File: src/rtl/tkmh_pkg.sv
// Shared types and constants for the top-K min-heap tracker.
// Holds the slot layout, operation codes and the controller/datapath link.
// No dependencies.
package tkmh_pkg;

  localparam int TOK_W = 16;
  localparam int POS_W = 32;
  localparam int SCR_W = 32;
  localparam int DEFAULT_DEPTH = 16;

  // Configuration register map (word index)
  localparam logic REG_MAX_ENTRIES = 1'b0;
  localparam logic [4:0] MAX_ENTRIES_RST = 5'd16;

  typedef enum logic [1:0] {
    OP_CLEAR  = 2'd0,
    OP_INSERT = 2'd1,
    OP_READ   = 2'd2,
    OP_NONE   = 2'd3
  } op_t;

  typedef struct packed {
    logic [TOK_W-1:0]        tok;
    logic [POS_W-1:0]        pos;
    logic signed [SCR_W-1:0] scr;
  } slot_t;

  // Commands from the sequencer to the datapath
  typedef struct packed {
    logic load;
    logic clear;
    logic append;
    logic to_root;
    logic set_acc;
    logic rd_up;
    logic rd_slot;
    logic take_slot;
    logic wr_cur;
    logic wr_a_up;
    logic wr_a_dn;
    logic wr_b_dn;
    logic publish;
  } cmd_t;

  // Status from the datapath to the sequencer
  typedef struct packed {
    op_t  op;
    logic full;
    logic beats_root;
    logic at_root;
    logic up_swap;
    logic leaf;
    logic pick_l;
    logic pick_r;
  } stat_t;

endpackage

File: src/rtl/tkmh_ctrl.sv
// Sequencer for the top-K min-heap tracker: one word at a time, sift-up
// and sift-down steps, result hand-off. Depends on tkmh_pkg.
module tkmh_ctrl (
  input  logic            clk,
  input  logic            rst,
  input  logic            in_valid,
  output logic            in_ready,
  output logic            out_valid,
  input  logic            out_ready,
  input  tkmh_pkg::stat_t st,
  output tkmh_pkg::cmd_t  cmd
);
  import tkmh_pkg::*;

  typedef enum logic [2:0] {
    S_IDLE,
    S_DECIDE,
    S_UP_CHK,
    S_UP_CMP,
    S_DN_CHK,
    S_DN_CMP,
    S_RD_WAIT,
    S_DONE
  } state_t;

  state_t state, state_next;

  assign in_ready = (state == S_IDLE);

  // Decode state and status into commands
  always_comb begin
    cmd        = '0;
    state_next = state;
    case (state)
      S_IDLE: begin
        if (in_valid) begin
          cmd.load   = 1'b1;
          state_next = S_DECIDE;
        end
      end
      S_DECIDE: begin
        case (st.op)
          OP_CLEAR: begin
            cmd.clear  = 1'b1;
            state_next = S_DONE;
          end
          OP_INSERT: begin
            if (!st.full) begin
              cmd.append  = 1'b1;
              cmd.set_acc = 1'b1;
              state_next  = S_UP_CHK;
            end else if (st.beats_root) begin
              cmd.to_root = 1'b1;
              cmd.set_acc = 1'b1;
              state_next  = S_DN_CHK;
            end else begin
              state_next = S_DONE;
            end
          end
          OP_READ: begin
            cmd.rd_slot = 1'b1;
            state_next  = S_RD_WAIT;
          end
          default: state_next = S_DONE;
        endcase
      end
      S_UP_CHK: begin
        if (st.at_root) begin
          cmd.wr_cur = 1'b1;
          state_next = S_DONE;
        end else begin
          cmd.rd_up  = 1'b1;
          state_next = S_UP_CMP;
        end
      end
      S_UP_CMP: begin
        if (st.up_swap) begin
          cmd.wr_a_up = 1'b1;
          state_next  = S_UP_CHK;
        end else begin
          cmd.wr_cur = 1'b1;
          state_next = S_DONE;
        end
      end
      S_DN_CHK: begin
        // children are read on the default address path
        if (st.leaf) begin
          cmd.wr_cur = 1'b1;
          state_next = S_DONE;
        end else begin
          state_next = S_DN_CMP;
        end
      end
      S_DN_CMP: begin
        if (st.pick_r) begin
          cmd.wr_b_dn = 1'b1;
          state_next  = S_DN_CHK;
        end else if (st.pick_l) begin
          cmd.wr_a_dn = 1'b1;
          state_next  = S_DN_CHK;
        end else begin
          cmd.wr_cur = 1'b1;
          state_next = S_DONE;
        end
      end
      S_RD_WAIT: begin
        cmd.take_slot = 1'b1;
        state_next    = S_DONE;
      end
      S_DONE: begin
        if (!out_valid || out_ready) begin
          cmd.publish = 1'b1;
          state_next  = S_IDLE;
        end
      end
      default: state_next = S_IDLE;
    endcase
  end

  // Hold state and the output valid flag
  always_ff @(posedge clk) begin
    if (rst) begin
      state     <= S_IDLE;
      out_valid <= 1'b0;
    end else begin
      state <= state_next;
      if (cmd.publish) begin
        out_valid <= 1'b1;
      end else if (out_ready) begin
        out_valid <= 1'b0;
      end
    end
  end

endmodule

File: src/rtl/tkmh_datapath.sv
// Datapath for the top-K min-heap tracker: slot memory, moving entry,
// heap index arithmetic, comparators and result registers. Uses tkmh_pkg.
module tkmh_datapath #(
  parameter int HEAP_DEPTH = tkmh_pkg::DEFAULT_DEPTH
) (
  input  logic                              clk,
  input  logic                              rst,
  input  tkmh_pkg::cmd_t                    cmd,
  output tkmh_pkg::stat_t                   st,
  input  logic [4:0]                        max_entries,
  input  logic [1:0]                        operation,
  input  logic [tkmh_pkg::TOK_W-1:0]        token,
  input  logic [tkmh_pkg::POS_W-1:0]        position,
  input  logic signed [tkmh_pkg::SCR_W-1:0] score,
  input  logic [3:0]                        read_index,
  output logic                              accepted,
  output logic [4:0]                        entry_count,
  output logic                              slot_valid,
  output logic [tkmh_pkg::TOK_W-1:0]        slot_token,
  output logic [tkmh_pkg::POS_W-1:0]        slot_position,
  output logic signed [tkmh_pkg::SCR_W-1:0] slot_score,
  output logic signed [tkmh_pkg::SCR_W-1:0] lowest_score
);
  import tkmh_pkg::*;

  localparam int AW = (HEAP_DEPTH > 1) ? $clog2(HEAP_DEPTH) : 1;
  localparam int CW = $clog2(HEAP_DEPTH + 1);
  localparam int PW = AW + 2;
  localparam int XW = (CW > 5) ? CW : 5;

  slot_t mem [HEAP_DEPTH];
  slot_t rda, rdb, cur, wr_data, res_slot;

  logic [CW-1:0] count;
  logic [AW-1:0] at, parent, rd_addr_a, rd_addr_b;
  logic [PW-1:0] left, right, n_ext;
  logic [XW-1:0] limit;
  logic [3:0]    ridx_q;
  op_t           op_q;
  logic          wr_en, lsel, ridx_hit, res_acc, res_valid;
  logic signed [SCR_W-1:0] root_scr, best_scr;

  // Effective K: zero counts as one, clamp to the slot count
  always_comb begin
    if (max_entries == '0) begin
      limit = XW'(1);
    end else if (XW'(max_entries) > XW'(HEAP_DEPTH)) begin
      limit = XW'(HEAP_DEPTH);
    end else begin
      limit = XW'(max_entries);
    end
  end

  // Heap index arithmetic
  assign parent = (at - AW'(1)) >> 1;
  assign left   = {1'b0, at, 1'b1};
  assign right  = left + PW'(1);
  assign n_ext  = PW'(count);

  assign rd_addr_a = cmd.rd_up   ? parent :
                     cmd.rd_slot ? AW'(ridx_q) : left[AW-1:0];
  assign rd_addr_b = right[AW-1:0];

  // Compare the moving entry against parent or children
  assign lsel     = rda.scr < cur.scr;
  assign best_scr = lsel ? rda.scr : cur.scr;
  assign ridx_hit = XW'(ridx_q) < XW'(count);

  always_comb begin
    st.op         = op_q;
    st.full       = XW'(count) >= limit;
    st.beats_root = (count != '0) && (cur.scr > root_scr);
    st.at_root    = (at == '0);
    st.up_swap    = cur.scr < rda.scr;
    st.leaf       = !(left < n_ext);
    st.pick_l     = lsel;
    st.pick_r     = (right < n_ext) && (rdb.scr < best_scr);
  end

  // Write the hole at the current index
  assign wr_en   = cmd.wr_cur | cmd.wr_a_up | cmd.wr_a_dn | cmd.wr_b_dn;
  assign wr_data = cmd.wr_cur ? cur : (cmd.wr_b_dn ? rdb : rda);

  // Slot memory: one write port, two registered read ports
  always_ff @(posedge clk) begin
    if (wr_en) begin
      mem[at] <= wr_data;
    end
    rda <= mem[rd_addr_a];
    rdb <= mem[rd_addr_b];
  end

  // Hold the entry count
  always_ff @(posedge clk) begin
    if (rst) begin
      count <= '0;
    end else if (cmd.clear) begin
      count <= '0;
    end else if (cmd.append) begin
      count <= count + CW'(1);
    end
  end

  // Advance the heap index and track the root score
  always_ff @(posedge clk) begin
    if (cmd.append) begin
      at <= AW'(count);
    end else if (cmd.to_root) begin
      at <= '0;
    end else if (cmd.wr_a_up) begin
      at <= parent;
    end else if (cmd.wr_a_dn) begin
      at <= left[AW-1:0];
    end else if (cmd.wr_b_dn) begin
      at <= right[AW-1:0];
    end
    if (wr_en && at == '0) begin
      root_scr <= wr_data.scr;
    end
  end

  // Capture the input word and build the result
  always_ff @(posedge clk) begin
    if (cmd.load) begin
      cur.tok   <= token;
      cur.pos   <= position;
      cur.scr   <= score;
      op_q      <= op_t'(operation);
      ridx_q    <= read_index;
      res_acc   <= 1'b0;
      res_valid <= 1'b0;
      res_slot  <= '0;
    end
    if (cmd.set_acc) begin
      res_acc <= 1'b1;
    end
    if (cmd.take_slot && ridx_hit) begin
      res_valid <= 1'b1;
      res_slot  <= rda;
    end
    if (cmd.publish) begin
      accepted      <= res_acc;
      entry_count   <= 5'(count);
      slot_valid    <= res_valid;
      slot_token    <= res_slot.tok;
      slot_position <= res_slot.pos;
      slot_score    <= res_slot.scr;
      lowest_score  <= (count != '0) ? root_scr : '0;
    end
  end

endmodule

File: src/rtl/top_k_min_heap_tracker_unit.sv
// Top level of the top-K min-heap tracker: configuration register,
// sequencer and datapath. Depends on tkmh_pkg, tkmh_ctrl, tkmh_datapath.
//
// Usage:
//   Input channel (in_valid/in_ready) takes one word: operation, token,
//   position, score, read_index. Operations: clear, insert, read slot.
//   Output channel (out_valid/out_ready) returns one word per input word.
//   max_entries (APB word 0) sets K; write it only while the block is idle.
//   Clear, unknown operations and rejected inserts go from the decide step
//   straight to the hand-off step; a read passes through a wait step that
//   takes the slot; an insert walks sift-up or sift-down, one heap level at
//   a time. The walk is set by the slot memory: each level reads parent or
//   both children, then writes. One word is in work at a time; in_ready is
//   high only while idle, so the next word is accepted only after the result
//   of the previous word has been raised.
//   A finished result sits in the output register while the next word is
//   accepted; a stalled receiver holds the sequencer at its hand-off step.
//   Reset empties the heap, sets K to 16 and drops any pending result.
//   Slot memory contents are not cleared; only slots below the count are read.
module top_k_min_heap_tracker_unit #(
  parameter int HEAP_DEPTH = tkmh_pkg::DEFAULT_DEPTH
) (
  input  logic                              clk,
  input  logic                              rst,
  input  logic                              in_valid,
  output logic                              in_ready,
  input  logic [1:0]                        operation,
  input  logic [tkmh_pkg::TOK_W-1:0]        token,
  input  logic [tkmh_pkg::POS_W-1:0]        position,
  input  logic signed [tkmh_pkg::SCR_W-1:0] score,
  input  logic [3:0]                        read_index,
  output logic                              out_valid,
  input  logic                              out_ready,
  output logic                              accepted,
  output logic [4:0]                        entry_count,
  output logic                              slot_valid,
  output logic [tkmh_pkg::TOK_W-1:0]        slot_token,
  output logic [tkmh_pkg::POS_W-1:0]        slot_position,
  output logic signed [tkmh_pkg::SCR_W-1:0] slot_score,
  output logic signed [tkmh_pkg::SCR_W-1:0] lowest_score,
  input  logic                              psel,
  input  logic                              penable,
  input  logic                              pwrite,
  input  logic [2:0]                        paddr,
  input  logic [31:0]                       pwdata,
  output logic [31:0]                       prdata,
  output logic                              pready
);
  import tkmh_pkg::*;

  logic [4:0] max_entries;
  cmd_t       cmd;
  stat_t      st;

  assign pready = 1'b1;
  assign prdata = (paddr[2] == REG_MAX_ENTRIES) ? {27'b0, max_entries} : 32'b0;

  // Write the K register on the access phase
  always_ff @(posedge clk) begin
    if (rst) begin
      max_entries <= MAX_ENTRIES_RST;
    end else if (psel && penable && pwrite && pready && paddr[2] == REG_MAX_ENTRIES) begin
      max_entries <= pwdata[4:0];
    end
  end

  tkmh_ctrl u_ctrl (
    .clk       (clk),
    .rst       (rst),
    .in_valid  (in_valid),
    .in_ready  (in_ready),
    .out_valid (out_valid),
    .out_ready (out_ready),
    .st        (st),
    .cmd       (cmd)
  );

  tkmh_datapath #(
    .HEAP_DEPTH (HEAP_DEPTH)
  ) u_dp (
    .clk           (clk),
    .rst           (rst),
    .cmd           (cmd),
    .st            (st),
    .max_entries   (max_entries),
    .operation     (operation),
    .token         (token),
    .position      (position),
    .score         (score),
    .read_index    (read_index),
    .accepted      (accepted),
    .entry_count   (entry_count),
    .slot_valid    (slot_valid),
    .slot_token    (slot_token),
    .slot_position (slot_position),
    .slot_score    (slot_score),
    .lowest_score  (lowest_score)
  );

endmodule

File: config.mk
export PLATFORM = sky130hd
export DESIGN_NAME = top_k_min_heap_tracker_unit
export DESIGN_NICKNAME = d
export VERILOG_FILES = /design/src/rtl/tkmh_pkg.sv /design/src/rtl/tkmh_ctrl.sv /design/src/rtl/tkmh_datapath.sv /design/src/rtl/top_k_min_heap_tracker_unit.sv
export SDC_FILE = /design/constraint.sdc
export NUM_CORES = 2
export LEC_CHECK = 0
export BUFFER_PORTS_ARGS = -buffer_cell sky130_fd_sc_hd__buf_2
export CAP_MARGIN = 20
export CORE_MARGIN = 5
export CORE_UTILIZATION = 45
export DETAILED_ROUTE_END_ITERATION = 10
export GPL_ROUTABILITY_DRIVEN = 0
export HOLD_SLACK_MARGIN = 0.03
export SETUP_SLACK_MARGIN = 0.2
export SYNTH_ARGS = -nofsm -noshare
export SYNTH_HDL_FRONTEND = slang
export SYNTH_SLANG_ARGS = --single-unit
File: constraint.sdc
create_clock -name clk -period 18.79 [get_ports clk]
set_clock_uncertainty 0.05 [all_clocks]
set_input_delay 0.9395 -clock clk [delete_from_list [all_inputs] [get_ports clk]]
set_output_delay 0.9395 -clock clk [all_outputs]
set_load 0.05 [all_outputs]
==> impl_metrics.yaml <==
run:
  cap_violations: 0
place:
  placed_area_um2: 77250
  portBuffers: 224
  dp_cells: 7263
  hpwl_um: 100100
cts:
  cts_root_buf: "clkbuf_16"
  cts_tree: "done"
  cts_resized: 0
  cts_buffers: 179
  cts_setup_buffers: 0
  cts_buffer_depth: 3
  clk_pin_slew_ns: 0.06
  cts_sinks: 1745
  insertion_delay_ns: 0.81
  cts_hold_buf: 0
  htree_levels: 4
setup_path:
  worst-path-buf-inv: 4
  worst_setup_path_start_kind: "flop"
  rr_startpoint: "u_dp.cur[15]$_DFFE_PP_"
  crit_chain: "inv_1, ha_1, nand4_1, nor3_1, a21boi_0, o41a_1, o31ai_4, buf_4, a21oi_1, ha_1, nand4_1, or3_1, o311ai_0, or2_2, nor3b_1, a211o_4, buf_4, buf_4, mux2_4, mux2_2"
  slowest_stage: "o311ai_0"
  worst_setup_path_end_kind: "flop"
  r2r_cells: 20
  critPathTopFamily: "compound AO/OA/AOI/OAI gates"
  cp_num_cells: 20
  crit_arrival_ns: 9.29
  cp_max_fo: 64
  crit_type: "flop to flop"
  cpMostUsedCell: "buf_4"
  startpoint: "u_dp.cur[15]$_DFFE_PP_"
  max_stage_delay_ns: 0.87
  cp.required_ns: 19.24
yosys:
  netlist_area_um2: 73930
  synth-async-reset-ratio: 0
  ys_types: 66
  yosysWarnings: 0
  synth-edff-count: 1569
  syn_inst: 5124
  seq_area_frac_synth: 0.6849
  yosys_register_bits: 1745
  synth-main-ff-cell: "edfxtp_1"
  synth.avg_cell_area_um2: 14.43
final_layout:
  fin_cells: 7605
  layout_commonest_cell: "edfxtp_1"
  layout.nets: 5520
  syn_to_final_growth_pct: 12.49
  final_area_um2: 83170
  fin_util: 0.5098
  layout_common_cells: "edfxtp_1 (1569), nand2_1 (682), a211oi_1 (408)"
  final_layout_size_suffix_gt1_frac: 0.1770
detailed_routing:
  met2_wirelength_um: 93800
  dr_total_vias: 44300
  drc: 0
  top_layer_used: "met4"
  dr.pass1.iters: 6
  drt_iter0_markers: 4470
  wire_per_inst_um: 25.80
  wl_met1_um: 84430
  routed_via_density: 5.825
  wl_met3_um: 13260
  wirelength_um: 196200
  antenna_left: 0
timing:
  maxSlewViolCount: 0
  whs_ns: 0.2519
  fmax_mhz: 113.1
  setup_tns_ns: 0
  rsz0062_at_grt: "no"
  finalCriticalPeriod_ns: 8.843
  worstMarginPinSlew_ns: 1.084
  finalSetupViolations: 0
  hold_viol: 0
  max_slew_margin: 0.2770
  period_share: 0.4706
global_routing:
  antenna_found_initial: 4
  track_usage: 0.2219
  grt_max_degree: 205
  grt_pass1_wl_um: 286900
  grt_pass1_vias: 43100
  grt_overflow: 0
die:
  die_area_um2: 172500
  coreArea_um2: 163100
  die_h_um: 415.3
  die_w_um: 415.3
  num_io_pins: 282
  fp-row-count: 148
  start_util: 0.4532
hold_path:
  hp-start: "position[24]"
  hold_class: "input port to flop"
  hold_depth: 1
pwr:
  p_leak_nw: 27.61
  ir_drop_mv: 0.1623
  p_per_area_nw_per_um2: 166.9
outcome:
  outcome: "completed"
-- metal layers --
layer | global-route usage | vias to the layer above
li1 | - | 20040
met1 | 0.3110 | 22410
met2 | 0.3621 | 1557
met3 | 0.03621 | 282
met4 | 0.06072 | 0
met5 | 0 | -
-- Yosys cell counts (87+ instances only) --
cell	instances	area (um2)
a211oi_1	408	3063
ha_1	121	1514
and2_1	169	1057
and2_0	217	1358
inv_1	87	326.6
mux2_2	129	1453
a21oi_1	228	1141
nand2_1	683	2564
a31oi_1	165	1032
dfxtp_1	176	3523
mux4_2	160	3603
clkbuf_1	320	1201
nor2_1	128	480.5
edfxtp_1	1569	47120
a311oi_1	161	1410
-- per-stage QoR --
| stage | worst slack (ns) | total power, mW |
|---|---|---|
| floorplan | 12.02 | 8.932 |
| global placement | 10.01 | 10.36 |
| detailed placement | 9.916 | 10.42 |
| CTS | 9.873 | 13.95 |
| global route | 9.628 | 14.60 |
| finish | 9.947 | 13.88 |
-- worst register-to-register path, cell delays in order (launching register included) --
cell and delay [ns]:
edfxtp_1 0.43, inv_1 0.09, ha_1 0.33, nand4_1 0.23, nor3_1 0.13, a21boi_0 0.15, o41a_1 0.60, o31ai_4 0.27
buf_4 0.55, a21oi_1 0.17, ha_1 0.49, nand4_1 0.16, or3_1 0.46, o311ai_0 0.87, or2_2 0.29, nor3b_1 0.25
a211o_4 0.77, buf_4 0.71, buf_4 0.74, mux2_4 0.41, mux2_2 0.39
-- cell families (layout without fill, tap and decap cells) --
group,after synthesis,count (layout),share of synthesized area
simple gates,1296,1296,0.08203
mux,375,375,0.08287
xor+xnor,10,10,0.001185
other cells,2,30,0.0001016
compound gates,1104,1104,0.1020
buf+inv,471,749,0.02642
fa+ha+maj,121,121,0.02048
flops,1745,1745,0.6849
-- sequential cells by signal, indices dropped and copies added (netlist names), 5 cells and up --
name / flops
u_dp.entry_count: 5
u_dp.slot_token: 16
u_dp.cur: 80
u_dp.slot_score: 32
u_dp.rda: 80
max_entries: 5
u_dp.slot_position: 32
u_dp.lowest_score: 32
u_dp.mem: 1277
u_dp.rdb: 80
u_dp.count: 5
u_dp.res_slot: 80
-- worst paths after layout --
| path | end | slack, ns |
|---|---|---|
| worst max-delay path | u_dp.mem[7][63]$_DFFE_PP_ | 9.95 |
| worst max register to register | u_dp.mem[7][63]$_DFFE_PP_ | 9.95 |
| worst min-delay path | u_dp.cur[56]$_DFFE_PP_ | 0.25 |
| worst min register to register | u_dp.slot_position[8]$_DFFE_PP_ | 0.36 |
-- final cells by class --
| type | count | area, um2 |
|---|---|---|
| multi-input combinational | 2934 | 21620 |
| timing repair buffer | 324 | 1999 |
| sequential | 1745 | 50640 |
| antenna | 2 | 5.005 |
| clock inverter | 76 | 654.4 |
| inverter | 87 | 329.1 |
| tap | 2175 | 2721 |
| clock buffer | 262 | 5200 |
| fill | 13630 | 79970 |
-- report_power, final --
| part | switching [mW] | internal, mW |
|---|---|---|
| Combinational | 3.10 | 1.59 |
| Sequential | 0.248 | 5.43 |
| Clock | 1.48 | 2.03 |
No activity file was read; power rests on OpenSTA's default activity.
